==> config.mk <==
export PLATFORM = sky130hd
export DESIGN_NAME = compact_int_stream_decoder
export DESIGN_NICKNAME = d
export VERILOG_FILES = /design/src/rtl/cisd_pkg.sv /design/src/rtl/compact_int_stream_decoder.sv
export SDC_FILE = /design/constraint.sdc
export NUM_CORES = 1
export LEC_CHECK = 0
export ABC_AREA = 1
export BUFFER_PORTS_ARGS = -buffer_cell sky130_fd_sc_hd__clkbuf_2
export CORE_AREA = 2 2 118 148
export CTS_CLUSTER_DIAMETER = 60
export DETAILED_ROUTE_END_ITERATION = 12
export DIE_AREA = 0 0 120 150
export PLACE_DENSITY_LB_ADDON = 0.05
export RECOVER_POWER = 50
export SLEW_MARGIN = 20
export SYNTH_ARGS = -nofsm -noshare
export SYNTH_HDL_FRONTEND = slang
export SYNTH_SLANG_ARGS = --single-unit
==> constraint.sdc <==
create_clock -name i_clk -period 9.6 [get_ports i_clk]
set_clock_uncertainty 0.2 [all_clocks]
set_input_delay 1.44 -clock i_clk [delete_from_list [all_inputs] [get_ports i_clk]]
set_output_delay 1.44 -clock i_clk [all_outputs]
set_load 0.05 [all_outputs]
==> src/rtl/cisd_pkg.sv <==
package cisd_pkg;

    localparam int unsigned VALUE_W = 30;
    localparam int unsigned LEN_W   = 7;

    // Smallest values that need the two-byte and the four-byte forms.
    localparam logic [VALUE_W-1:0] MIN_TWO_BYTE  = VALUE_W'(64);
    localparam logic [VALUE_W-1:0] MIN_FOUR_BYTE = VALUE_W'(16384);

    // Bytes beyond the first byte's count field in the big form.
    localparam logic [LEN_W-1:0] BIG_EXTRA = LEN_W'(5);

    typedef enum logic [1:0] {
        FORM_ONE  = 2'd0,
        FORM_TWO  = 2'd1,
        FORM_FOUR = 2'd2,
        FORM_BIG  = 2'd3
    } t_form;

    typedef enum logic [1:0] {
        ST_OK       = 2'd0,
        ST_NONCANON = 2'd1,
        ST_EARLY    = 2'd2
    } t_status;

    typedef struct packed {
        logic [7:0] data_byte;
        logic       buffer_end;
    } t_in;

    typedef struct packed {
        logic [VALUE_W-1:0] decoded_value;
        logic [LEN_W-1:0]   encoded_length;
        logic [1:0]         form_kind;
        logic [1:0]         status;
    } t_out;

endpackage

==> src/rtl/compact_int_stream_decoder.sv <==
// The result for the beat that completes an integer, or for the beat flagged as
// the buffer end, is valid in the cycle after that beat.
// Throughput: one input beat per cycle; the decode state is a single
// shift-and-add accumulator. A new beat is taken whenever the output register
// is empty or being read in the same cycle.
// Synchronous active-low reset returns the decoder to idle.
module compact_int_stream_decoder
    import cisd_pkg::*;
(
    input  logic i_clk,
    input  logic i_rst_n,
    input  logic i_in_valid,
    output logic o_in_ready,
    input  t_in  i_in_data,
    output logic o_out_valid,
    input  logic i_out_ready,
    output t_out o_out_data
);

    logic               r_in_progress;
    logic [LEN_W-1:0]   r_bytes_seen;
    logic [LEN_W-1:0]   r_bytes_expected;
    t_form              r_form_seen;
    logic [VALUE_W-1:0] r_value_acc;
    logic               r_out_valid;
    t_out               r_out_data;

    logic               n_in_progress;
    logic [LEN_W-1:0]   n_bytes_seen;
    logic [LEN_W-1:0]   n_bytes_expected;
    t_form              n_form_seen;
    logic [VALUE_W-1:0] n_value_acc;

    logic               accept;
    logic               emit;
    t_out               result;
    logic [4:0]         shift_amt;
    logic [VALUE_W-1:0] final_value;
    t_status            final_status;

    assign o_in_ready  = !r_out_valid || i_out_ready;
    assign accept      = i_in_valid && o_in_ready;
    assign o_out_valid = r_out_valid;
    assign o_out_data  = r_out_data;

    always_comb begin
        n_in_progress    = r_in_progress;
        n_bytes_seen     = r_bytes_seen;
        n_bytes_expected = r_bytes_expected;
        n_form_seen      = r_form_seen;
        n_value_acc      = r_value_acc;
        shift_amt        = 5'd0;

        if (!r_in_progress) begin
            n_form_seen   = t_form'(i_in_data.data_byte[1:0]);
            n_bytes_seen  = LEN_W'(1);
            n_in_progress = 1'b1;
            case (n_form_seen)
                FORM_ONE:  n_bytes_expected = LEN_W'(1);
                FORM_TWO:  n_bytes_expected = LEN_W'(2);
                FORM_FOUR: n_bytes_expected = LEN_W'(4);
                default:   n_bytes_expected = LEN_W'(i_in_data.data_byte[7:2]) + BIG_EXTRA;
            endcase
            n_value_acc = (n_form_seen == FORM_BIG) ? '0
                                                    : VALUE_W'(i_in_data.data_byte[7:2]);
        end else begin
            // Continuation byte k lands at bit 6 + 8*(k-1).
            case (r_bytes_seen[1:0])
                2'd1:    shift_amt = 5'd6;
                2'd2:    shift_amt = 5'd14;
                2'd3:    shift_amt = 5'd22;
                default: shift_amt = 5'd0;
            endcase
            if (r_form_seen == FORM_TWO || r_form_seen == FORM_FOUR) begin
                n_value_acc = r_value_acc + (VALUE_W'(i_in_data.data_byte) << shift_amt);
            end
            n_bytes_seen = r_bytes_seen + LEN_W'(1);
        end

        final_status = ST_OK;
        if (n_form_seen == FORM_TWO && n_value_acc < MIN_TWO_BYTE) begin
            final_status = ST_NONCANON;
        end else if (n_form_seen == FORM_FOUR && n_value_acc < MIN_FOUR_BYTE) begin
            final_status = ST_NONCANON;
        end
        final_value = (final_status != ST_OK || n_form_seen == FORM_BIG) ? '0 : n_value_acc;

        result.encoded_length = n_bytes_seen;
        result.form_kind      = n_form_seen;
        if (n_bytes_seen >= n_bytes_expected) begin
            emit                 = 1'b1;
            result.decoded_value = final_value;
            result.status        = final_status;
        end else if (i_in_data.buffer_end) begin
            emit                 = 1'b1;
            result.decoded_value = '0;
            result.status        = ST_EARLY;
        end else begin
            emit                 = 1'b0;
            result.decoded_value = '0;
            result.status        = ST_OK;
        end

        // Any result ends the integer, so the next beat starts a new one.
        if (emit) begin
            n_in_progress    = 1'b0;
            n_bytes_seen     = '0;
            n_bytes_expected = '0;
            n_form_seen      = FORM_ONE;
            n_value_acc      = '0;
        end
    end

    always_ff @(posedge i_clk) begin
        if (!i_rst_n) begin
            r_in_progress    <= 1'b0;
            r_bytes_seen     <= '0;
            r_bytes_expected <= '0;
            r_form_seen      <= FORM_ONE;
            r_value_acc      <= '0;
            r_out_valid      <= 1'b0;
        end else begin
            if (accept) begin
                r_in_progress    <= n_in_progress;
                r_bytes_seen     <= n_bytes_seen;
                r_bytes_expected <= n_bytes_expected;
                r_form_seen      <= n_form_seen;
                r_value_acc      <= n_value_acc;
            end
            if (accept && emit) begin
                r_out_valid <= 1'b1;
            end else if (i_out_ready) begin
                r_out_valid <= 1'b0;
            end
        end
    end

    always_ff @(posedge i_clk) begin
        if (accept && emit) begin
            r_out_data <= result;
        end
    end

`ifndef ASSERT_OFF
    a_count_below_expected: assert property (@(posedge i_clk) disable iff (!i_rst_n)
        r_in_progress |-> (r_bytes_seen < r_bytes_expected))
        else $error("byte count reached the expected length without a result");

    a_idle_clear: assert property (@(posedge i_clk) disable iff (!i_rst_n)
        !r_in_progress |-> (r_bytes_seen == '0 && r_value_acc == '0))
        else $error("decode state not cleared while idle");

    a_error_zero: assert property (@(posedge i_clk) disable iff (!i_rst_n)
        (o_out_valid && (o_out_data.status != ST_OK || o_out_data.form_kind == FORM_BIG))
        |-> (o_out_data.decoded_value == '0))
        else $error("nonzero value on a big-form or failed result");

    a_one_byte_result: assert property (@(posedge i_clk) disable iff (!i_rst_n)
        (accept && !r_in_progress && i_in_data.data_byte[1:0] == FORM_ONE)
        |=> (o_out_valid && o_out_data.form_kind == FORM_ONE
             && o_out_data.encoded_length == LEN_W'(1)))
        else $error("one-byte integer did not produce its result");
`endif

endmodule
### After elaboration in Yosys (flattened, before gate mapping)

Index checks and enable logic that the tools add are counted.
W data, S select, Z words.

* bits in registers: 89
* bits in latches: 0
* RAM bits: 0
* ROM bits: 0
* input bits: 13
* output and inout bits: 43
* memories: 0

* add/sub/neg operators: 3
* multipliers: 0
* divide/modulo/power cells: 0
* order comparisons: 3
* eq/ne operators: 11
* shift-type cells: 1
* multiplexer cells: 22
* bitwise gates (word level): 1
* reduce and logical (&&, ||, !) cells: 12

Operators with widths (count)
* $mux W30: 3
* $add A30 B30 Y30: 1
* $lt A30 B15 Y1 const B: 1
* $lt A30 B7 Y1 const B: 1
* $shl A8 B5 Y30: 1
* $mux W7: 4
* $pmux W7 S3: 1
* $pmux W5 S3: 1
* $eq A2 B2 Y1 const B: 7
* $eq A2 B1 Y1 const B: 4
* $mux W2: 4
* $add A6 B3 Y7 const B: 1
* $add A7 B1 Y7 const B: 1
* $ge A7 B7 Y1: 1
* $mux W1: 7
* $mux W6: 1
* $mux W5: 1
* $logic_and A1 B1 Y1: 4
* $reduce_bool A2 Y1: 2
* $logic_or A1 B1 Y1: 3
* $logic_not A2 Y1: 1
* $reduce_or A2 Y1: 1
* $logic_not A1 Y1: 1
* $not A1 Y1: 1

### Depth between registers and ports, before layout

Gate-level depths: netlist of the first run.

* depth in word-level cells: 14
* gate-level depth with buffers: 29

### Least setup slack after synthesis of the first run

No wires, ideal clock.

* path kind: input to register
* start: in i_in_data[3] in the netlist's numbering
* end: reg r_out_data (netlist bit o_out_data[0]) (enable)
* data arrival time: 4.548 ns
* path slack: 4.410 ns
* stages: 14
* cells stage by stage: ha_1 nor2_1 nor2_1 nand2_1 a22oi_1 ha_1 inv_1 nor2_1 o21ai_1 nand2_1 a21oi_1 o21ai_1 nor2_1 nor2_1

* longest elaborated chain between the ends: 6

RTL lines
* from (decl): RTL line compact_int_stream_decoder.sv:14 `input t_in i_in_data,`
* $add A6 B3 Y7: RTL line compact_int_stream_decoder.sv:62 `default: n_bytes_expected = LEN_W'(i_in_data.data_byte[7:2]) + BIG_EXTRA;`
* $pmux W7 S3: RTL line compact_int_stream_decoder.sv:58 `case (n_form_seen)`
* $mux W7: RTL line compact_int_stream_decoder.sv:54 `if (!r_in_progress) begin`
* $ge A7 B7 Y1: RTL line compact_int_stream_decoder.sv:90 `if (n_bytes_seen >= n_bytes_expected) begin`
* $mux W1: RTL line compact_int_stream_decoder.sv:90
* $logic_and A1 B1 Y1: RTL line compact_int_stream_decoder.sv:139 `if (accept && emit) begin`
* to (signal assigned): RTL line compact_int_stream_decoder.sv:140 `r_out_data <= result;`
* to (decl): RTL line compact_int_stream_decoder.sv:26 `t_out r_out_data;`

No other way between the ends.
A chain may end at the register's enable or synchronous reset.

### Worst setup path after layout of the first run

* start: reg r_in_progress
* end: reg r_out_data (netlist bit o_out_data[34]) (enable)

* longest elaborated chain between the ends: 4
* elaborated cells on any way between the ends: 5
* those cells by class: 1 x order compare; 3 x mux; 1 x reduce/logical

RTL lines
* from (decl): RTL line compact_int_stream_decoder.sv:20 `logic r_in_progress;`
* from (signal assigned): RTL line compact_int_stream_decoder.sv:124 `r_in_progress <= n_in_progress;`
* $mux W7: RTL line compact_int_stream_decoder.sv:54
* $ge A7 B7 Y1 *: RTL line compact_int_stream_decoder.sv:90
* $mux W1 *: RTL line compact_int_stream_decoder.sv:90
* $logic_and A1 B1 Y1 *: RTL line compact_int_stream_decoder.sv:139

Every way passes the cells marked *; elsewhere a longest branch is shown, timed or not.

==> reports/results.ini, run 1 <==
[run_status]
status = finished with violations
violations = max-capacitance violations, max-slew violations

[worst_setup_path]
crit_top_cell = nor2_1
endpoint_kind = register
cp-start-kind = register
critPathKind = reg2reg
path_cells = clkbuf_1 > inv_1 > nor2_1 > a21oi_1 > ha_1 > inv_1 > nand2_1 > a21oi_1 > nor2_1 > o21ai_0 > nand2_1 > a21oi_1 > o21ai_0 > nor2_1 > nor2_1 > clkbuf_1
cp.arrival_ns = 6.74
crit_fanout = 47
crit_family = buffers and inverters
critical_path.slowest_cell = clkbuf_1
slowest_delay_ns = 1.53
path_buf_inv = 4
required_ns = 9.33

[global_route]
grt_pass1_vias = 6551
use_met1_pct = 28.7
top_usage_layer = met2
grtUsageMet3_pct = 3.13
grt_max_degree = 53
overflow = 0
met2_usage_pct = 46.0
antenna_found_initial = 0
grt_first_pass_wirelength_um = 34900
globalRouteTotalUtil_pct = 25.5

[clock_tree]
insertion_delay_ns = 0.35
cts-root-buf = clkbuf_16
cts-resized-gates = 0
cts_setup_buffers = 0
cts_hold_buf = 0
clock_sinks = 89
clockBufferDepth = 2
cts_tree = built
clkTransAtPathRegs_ns = 0.07
htree_levels = 3
numCtsBuffers = 9

[cells_and_area]
drive_gt1_share_pct = 10.1
n_fill_cell = 1814
num_antenna_cells = 0
finalNetCount = 1216
utilization_pct = 47.1
synthToLayoutAreaGrowth_pct = 9.06

[drt]
num_vias = 6913
vias_per_cell = 4.99
wl_per_cell_um = 16.3
drt_iter0_drc = 386
drt-total-wl_um = 22600
antenna_left = 0
drt_first_pass_iters = 8
drc = 0

[placement]
gp_congestion = 0.948
portBuffers = 55
post-dp-hpwl_um = 17700

[pwr]
power_density_nw_per_um2 = 128
power_mw = 1.00
vdd_drop_max_mv = 0.104
p_leak_nw = 3.54

[yosys]
synth_seq_cells = 89
avgSynthCellArea_um2 = 6.41
yosysWarnings = 0
synth_top_area_share_pct = 17.5
syn_inst = 1122
netlist_top_cells_area = nand2_1 18%, edfxtp_1 17%, dfxtp_1 13%
synth_top_flop_cell = dfxtp_1
async_flop_share_pct = 0
synth-edff-count = 41
ys_seq_area_share_pct = 30.5
yosys.cell_types.count = 43
synthesis.nets = 1177
netlist_area_um2 = 7200
synth_top_cell_by_area = nand2_1

[sta]
worst_slew_pin_slew_ns = 2.16
max_freq_ghz = 0.143
rsz0062_at_grt = false
slew_headroom_pct = -44.3
min_period_over_period_pct = 73.1
holdWs_ns = 0.265
period_needed_ns = 7.02
final_hold_viol_count = 0
final.setup.tns_ns = 0
maxSlewViolCount = 87
setup_violations = 0

[job]
cap_violations = 2

[floorplanning]
fp-row-count = 53
fp.dieArea_um2 = 18000
die_h_um = 150
start_util_pct = 43.2
dieWidth_um = 120
io_pins = 56
coreArea_um2 = 16600

[hold_path]
worstHoldPathType = reg2reg

-- per-stage QoR --
step | instances | area (um^2) | worst slack [ns]
3_3_place_gp | 1370 | 7620 | 3.92
3_5_place_dp | 1370 | 7620 | 3.91
5_1_grt | 1386 | 7850 | 1.97
4_1_cts | 1386 | 7920 | 4.28
6_report | 1386 | 7850 | 2.58
2_1_floorplan | 1122 | 7200 | 4.41
-- per-layer routing --
layer  routed length (um)  up-vias
li1                     -     3642
met1                 9280     3096
met2                11400      125
met3                  501       50
met4                 1400        0
met5                    0        -
-- state kept, by name (all words and copies together), names as in the netlist --
signal,cells
r_form_seen,2
r_value_acc,30
r_bytes_expected,7
o_out_valid,1
r_bytes_seen,7
r_in_progress,1
o_out_data,41
-- cells in the final DEF, fill, tap and decap left out, drive strengths merged, types with 2 or more instances in the layout --
master  Yosys  layout
o32ai       2       2
nor2      128     128
or2        11      11
a21oi      78      78
dfxtp      48      48
nor3       12      12
o21ai      50      50
nand2     352     352
ha         41      41
and2        2       2
a31oi       9       9
buf        14       5
nor3b       2       2
a211oi      2       2
nand3b      3       3
o22ai       4       4
nand4      10      10
o21bai      5       5
inv       190     192
edfxtp     41      41
clkinv      1       3
clkbuf     20      67
nand3      87      87
xnor2       4       4
and3        2       2
-- synth_stat cells, types with 3 or more instances --
library cell    n
nand3_1        82
nor3_1         11
nand3_2         5
nand3b_1        3
o21ai_0        46
inv_1         183
buf_6           6
edfxtp_1       41
o22ai_1         4
xnor2_1         4
nand2_2        15
buf_2           7
nor2_4          4
nor2_2         40
inv_2           7
o21ai_1         3
dfxtp_1        48
a31oi_1         9
nand4_1        10
a21oi_1        76
nor2_1         84
or2_2           9
ha_1           41
clkbuf_1       20
nand2_1       336
o21bai_1        4
-- kinds of logic (layout without fill, tap and decap cells) --
kind of cell | after synthesis | in the layout | share of synthesized area (%)
and+or+nand+nor | 609 | 609 | 37.5
buffers and inverters | 225 | 269 | 12.5
AOI/OAI and AO/OA | 153 | 153 | 11.6
DFF | 89 | 89 | 30.5
adders and majority gates | 42 | 42 | 7.41
xor gates and xnor gates | 4 | 4 | 0.487
-- cell type report --
cell class                      instances  area, um^2  share of cell area, %
Clock buffer                           10         229                   2.92
Clock inverter                          6        66.3                  0.845
Inverter                              191         717                   9.14
Multi-Input combinational cell        808        4100                   52.3
Sequential cell                        89        2190                   27.9
Tap cell                              220         275                   3.51
Timing Repair Buffer                   62         267                   3.40
-- worst paths after layout --
| kind | start | endpoint | slack [ns] | cells after the start |
|---|---|---|---|---|
| worst min-delay path | r_bytes_seen[3]$_SDFFE_PN0P_ | r_bytes_seen[3]$_SDFFE_PN0P_ | 0.26 | 2 |
| worst min register to register | r_bytes_seen[3]$_SDFFE_PN0P_ | r_bytes_seen[3]$_SDFFE_PN0P_ | 0.26 | 2 |
| worst max register to register | r_in_progress$_SDFFE_PN0P_ | o_out_data[34]$_SDFFCE_PP0P_ | 2.58 | 16 |
| worst max-delay path | r_in_progress$_SDFFE_PN0P_ | o_out_data[34]$_SDFFCE_PP0P_ | 2.58 | 16 |
-- worst min-delay path, stage by stage, from the launching register on --
cell,delay (ns)
dfxtp_1,0.31
nand2_1,0.06
a21oi_1,0.05
-- power breakdown --
part           switching (mW)  internal, mW
Combinational           0.171        0.0485
Sequential            0.00642         0.416
Clock                   0.159         0.204
Note: power is estimated with default switching activity, not from simulation.
==> inputs of run 2 (changes only) <==
--- a/config.mk
+++ b/config.mk
@@ -5,12 +5,12 @@
 export SDC_FILE = /design/constraint.sdc
 export NUM_CORES = 1
 export LEC_CHECK = 0
-export ABC_AREA = 1
+export ABC_AREA = 0
 export BUFFER_PORTS_ARGS = -buffer_cell sky130_fd_sc_hd__clkbuf_2
-export CORE_AREA = 2 2 118 148
+export CORE_AREA = 2 2 113 142
 export CTS_CLUSTER_DIAMETER = 60
 export DETAILED_ROUTE_END_ITERATION = 12
-export DIE_AREA = 0 0 120 150
+export DIE_AREA = 0 0 115 144
 export PLACE_DENSITY_LB_ADDON = 0.05
 export RECOVER_POWER = 50
 export SLEW_MARGIN = 20
==> constraint.sdc (replaced) <==
create_clock -name i_clk -period 6.1 [get_ports i_clk]
set_clock_uncertainty 0.2 [all_clocks]
set_input_delay 0.915 -clock i_clk [delete_from_list [all_inputs] [get_ports i_clk]]
set_output_delay 0.915 -clock i_clk [all_outputs]
set_load 0.05 [all_outputs]
==> run 2 against run 1 <==
Effect of this change: the run now ends clean; die area is 8.0% lower; critical path type unchanged; synthesized area is 8.4% lower; clock power is 49% higher; register-to-register slack worse by 2.4 ns.
==> reports/results.ini, run 2 <==
[floorplanning]
coreArea_um2 = 15300
fp-row-count = 51
fp.dieArea_um2 = 16600
io_pins = 56
die_h_um = 144
start_util_pct = 43.0
dieWidth_um = 115

[cells_and_area]
utilization_pct = 47.0
synthToLayoutAreaGrowth_pct = 9.30
num_antenna_cells = 0
finalNetCount = 893
layout_common_cells = 111 x nor2_1, 97 x nand2_1, 49 x o21ai_0
largest_reg_flops = 41
drive_gt1_share_pct = 9.02
final_common_cell = nor2_1

[worst_setup_path]
r2r_start = r_bytes_seen[0]$_SDFFE_PN0P_
path_cells = inv_1 > ha_1 > or2_2 > nor2_1 > ha_1 > inv_1 > fa_1 > and2b_1 > o2111a_1 > o21ai_1 > a2111oi_0 > o21ai_0 > a21oi_1 > o32ai_1 > or4_4 > nor3_4 > buf_4 > nor3b_1
crit_family = compound AO/OA/AOI/OAI gates
critical_path.slowest_cell = a2111oi_0
path_buf_inv = 3
cp.arrival_ns = 5.78
slowest_delay_ns = 0.91
required_ns = 6.00
crit_path_start = r_bytes_seen[0]$_SDFFE_PN0P_
cp-start-kind = register
crit_fanout = 15
endpoint_kind = register
critPathKind = reg2reg

[global_route]
use_met1_pct = 35.4
grt_pass1_vias = 5978
overflow = 0
top_usage_layer = met2
met2_usage_pct = 47.7
globalRouteTotalUtil_pct = 27.7
antenna_found_initial = 0
grtUsageMet3_pct = 3.90
grt_max_degree = 44
grt_first_pass_wirelength_um = 34700

[run_status]
status = finished, final reports clean

[drt]
drt_iter0_drc = 450
antenna_left = 0
num_vias = 6333
vias_per_cell = 6.16
drt_first_pass_iters = 5
drt-total-wl_um = 22400
wl_per_cell_um = 21.8
drc = 0

[yosys]
synth_common_cells = 112 x nor2_1, 98 x nand2_1, 51 x o21ai_0
netlist_top_cells_area = edfxtp_1 19%, dfxtp_1 15%, ha_1 7.8%
synth-edff-count = 41
synth_top_cell_by_area = edfxtp_1
yosysWarnings = 0
netlist_area_um2 = 6590
yosys.cell_types.count = 76
yosys.area_share.xor_xnor_pct = 2.92
syn_inst = 816
yosysMostFrequentCell = nor2_1
ys_seq_area_share_pct = 33.3
synthesis.nets = 871
synth_seq_cells = 89
yosys.area_share.adder_pct = 8.09
async_flop_share_pct = 0
synth_top_family_by_area = simple AND/OR/NAND/NOR gates
synth_top_area_share_pct = 18.7
synth_compound_area_share_pct = 23.8
yosys.area_share.simple_pct = 25.5
synth_top_flop_cell = dfxtp_1
synthMuxAreaShare_pct = 1.44
avgSynthCellArea_um2 = 8.08

[clock_tree]
numCtsBuffers = 9
clkTransAtPathRegs_ns = 0.07
cts_tree = built
cts-root-buf = clkbuf_16
clockBufferDepth = 2
clock_sinks = 89
htree_levels = 3
insertion_delay_ns = 0.36

[sta]
final.setup.tns_ns = 0
min_period_over_period_pct = 96.5
worst_slew_pin_slew_ns = 1.20
setup_violations = 0
maxSlewViolCount = 0
holdWs_ns = 0.298
max_freq_ghz = 0.170
slew_headroom_pct = 20.0
period_needed_ns = 5.88
final_hold_viol_count = 0
rsz0062_at_grt = false

[pwr]
vdd_drop_max_mv = 0.120
p_leak_nw = 2.71
power_density_nw_per_um2 = 212
power_mw = 1.52

[placement]
gp_congestion = 0.976
post-dp-hpwl_um = 16400
portBuffers = 55

[hold_path]
worstHoldPathType = reg2reg
hp-start = r_bytes_expected[4]$_SDFFE_PN0P_

[job]
cap_violations = 0

## run 2: logic make-up after synthesis
group,Yosys count
buffers and inverters,77
flip-flops,89
AND/OR/NAND/NOR,345
AO/OA/AOI/OAI,232
adder cells (fa/ha/maj),42
multiplexers,9
XOR/XNOR,22
## run 2: through the flow
step | cell area, um^2 | cells | setup WS, ns
finish | 7200 | 1028 | 0.216
floorplan | 6590 | 816 | 1.04
global route | 7200 | 1028 | 0.0292
detailed placement | 6980 | 1012 | 0.201
CTS | 7260 | 1028 | 0.273
global placement | 6980 | 1012 | 0.353
## run 2: worst paths after layout
check | end | slack [ns] | depth (start not counted)
min | r_bytes_expected[4]$_SDFFE_PN0P_ | 0.30 | 2
min reg2reg | r_bytes_expected[4]$_SDFFE_PN0P_ | 0.30 | 2
max reg2reg | o_out_data[17]$_SDFFCE_PP0P_ | 0.22 | 18
max | o_out_data[17]$_SDFFCE_PP0P_ | 0.22 | 18
## run 2: per-layer routing
metal / vias up / wire length [um]
li1: 3014 / -
met1: 3071 / 9500
met2: 209 / 11200
met3: 39 / 1040
met4: 0 / 633
met5: - / 0
## run 2: final cells by class
class / instances / area [um^2]
Clock buffer: 10 / 229
Clock inverter: 6 / 50.0
Fill cell: 1554 / 8110
Inverter: 20 / 75.1
Multi-Input combinational cell: 650 / 4120
Sequential cell: 89 / 2190
Tap cell: 185 / 231
Timing Repair Buffer: 68 / 308
## run 2: worst reg2reg max path, delay by kind of cell, from the launching register on
kind                     cells  cell delay, ns
buffers and inverters        3            0.45
adder cells (fa/ha/maj)      3            0.96
flip-flops                   1            0.43
AND/OR/NAND/NOR              6            1.52
AO/OA/AOI/OAI                6            2.07
## run 2: what timing repair did
action | in CTS | in global routing
hold buffers | 0 | 0
endpoints found under the setup margin | 0 | 15
buffers inserted | 0 | 0
gates resized for setup | 0 | 3
## run 2: power breakdown
part	switching [mW]	leakage [nW]	internal (mW)
sequential	0.00906	0.790	0.651
combinational	0.249	1.79	0.0743
clock	0.260	0.130	0.281
==> inputs of run 3 (changes only) <==
--- a/config.mk
+++ b/config.mk
@@ -5,14 +5,15 @@
 export SDC_FILE = /design/constraint.sdc
 export NUM_CORES = 1
 export LEC_CHECK = 0
-export ABC_AREA = 0
+export ABC_AREA = 1
 export BUFFER_PORTS_ARGS = -buffer_cell sky130_fd_sc_hd__clkbuf_2
-export CORE_AREA = 2 2 113 142
+export CORE_AREA = 2 2 118 148
 export CTS_CLUSTER_DIAMETER = 60
 export DETAILED_ROUTE_END_ITERATION = 12
-export DIE_AREA = 0 0 115 144
+export DIE_AREA = 0 0 120 150
 export PLACE_DENSITY_LB_ADDON = 0.05
 export RECOVER_POWER = 50
+export REMOVE_ABC_BUFFERS = 1
 export SLEW_MARGIN = 20
 export SYNTH_ARGS = -nofsm -noshare
 export SYNTH_HDL_FRONTEND = slang
==> run 3 against run 2 <==
Effect of this change: final cell count grew 35%; final area rose by 9.4%; critical path type unchanged; sequential power up 0.6%; first-iteration DRC count decreased by 2.7%; critical path depth shrank 2; die area up 8.7%; core utilization rose by 0.30 points; combinational power is 9.3% higher; non-clock buffer count is 4 lower; global-route usage fell by 2.5 points; clock power increased by 1%.
==> reports/results.ini, run 3 (same netlist as run 1, synthesis figures left out) <==
[placement]
gp_congestion = 0.955
portBuffers = 55
place_area_um2 = 7660
post-dp-hpwl_um = 17200
placedCellCount = 1372
dp_slack_ns = 1.13

[sta]
min_period_over_period_pct = 85.3
maxSlewViolCount = 0
holdWs_ns = 0.268
worst_slack_ns = 0.895
max_freq_ghz = 0.192
final_hold_viol_count = 0
worst_slew_pin_slew_ns = 1.12
final.setup.tns_ns = 0
slew_headroom_pct = 25.5
setup_violations = 0
period_needed_ns = 5.21
rsz0062_at_grt = false

[worst_setup_path]
critPathKind = reg2reg
r2r_start = r_in_progress$_SDFFE_PN0P_
endpoint_kind = register
required_ns = 5.89
crit_fanout = 29
cp-start-kind = register
crit_path_start = r_in_progress$_SDFFE_PN0P_
cp.arrival_ns = 4.99

[pwr]
power_mw = 1.56
vdd_drop_max_mv = 0.137
p_leak_nw = 3.55
power_density_nw_per_um2 = 199

[cells_and_area]
fin_cells = 1388
synthToLayoutAreaGrowth_pct = 9.49
largest_reg_flops = 41
drive_gt1_share_pct = 10.4
layout_common_cells = 335 x nand2_1, 183 x inv_1, 83 x nor2_1
stdcell_area_um2 = 7880
finalNetCount = 1218
final_common_cell = nand2_1
num_antenna_cells = 0
utilization_pct = 47.3
n_fill_cell = 1827

[floorplanning]
die_h_um = 150
start_util_pct = 43.2
fp.dieArea_um2 = 18000
coreArea_um2 = 16600
io_pins = 56
dieWidth_um = 120
fp-row-count = 53

[drt]
wl_per_cell_um = 16.0
drt_first_pass_iters = 5
antenna_left = 0
vias_per_cell = 5.01
drc = 0
num_vias = 6960
drt-total-wl_um = 22200
drt_iter0_drc = 438

[clock_tree]
clkTransAtPathRegs_ns = 0.07
clock_sinks = 89
cts_tree = built
cts-root-buf = clkbuf_16
cts-resized-gates = 0
htree_levels = 3
insertion_delay_ns = 0.36
cts_setup_buffers = 0
numCtsBuffers = 9
clockBufferDepth = 2
cts_hold_buf = 0

[job]
cap_violations = 0

[run_status]
status = finished, final reports clean

[global_route]
grt_max_degree = 53
antenna_found_initial = 0
globalRouteTotalUtil_pct = 25.2
grt_first_pass_wirelength_um = 34700
grt_pass1_vias = 6391
overflow = 0

[hold_path]
worstHoldPathType = reg2reg
hp-start = r_bytes_expected[4]$_SDFFE_PN0P_

run 3: final cells by class:
class	instances	area (um^2)	share of cell area [%]
multi-input cells	808	4110	52.2
repair buffers	64	303	3.84
clock inverters	6	51.3	0.651
flip-flops and latches	89	2190	27.8
well taps	220	275	3.49
clock buffers	10	229	2.91
inverters	191	717	9.10
run 3: worst max-delay path, stage by stage (launching register included):
cell      delay [ns]
dfxtp_1         0.34
clkbuf_1        0.83
inv_1           0.46
nor2_1          0.19
a21oi_1         0.08
ha_1            0.29
inv_1           0.03
nand2_1         0.05
a21oi_1         0.07
nor2_1          0.09
o21ai_0         0.09
nand2_1         0.08
a21oi_1         0.06
o21ai_0         0.57
nor2_1          0.21
nor2_4          0.48
clkbuf_2        0.69
run 3: final timing paths:
check	to	cells past startpoint	slack (ns)
hold reg to reg	r_bytes_expected[4]$_SDFFE_PN0P_	2	0.27
setup / recovery	o_out_data[29]$_SDFFCE_PP0P_	16	0.89
hold / removal	r_bytes_expected[4]$_SDFFE_PN0P_	2	0.27
setup reg to reg	o_out_data[29]$_SDFFCE_PP0P_	16	0.89
run 3: routing by layer:
metal | wire, um | vias up | track usage, %
met2 | 10900 | 143 | 44.3
met3 | 849 | 43 | 3.93
met4 | 984 | 0 | 11.4
met5 | 0 | - | 0
met1 | 9510 | 3134 | 30.2
li1 | - | 3640 | -
run 3: power by group:
group	internal [mW]	total, mW	leakage, nW	switching (mW)
logic	0.0820	0.353	2.65	0.271
registers	0.653	0.664	0.778	0.0103
clock network	0.282	0.547	0.127	0.266
total	1.02	1.56	3.55	0.547
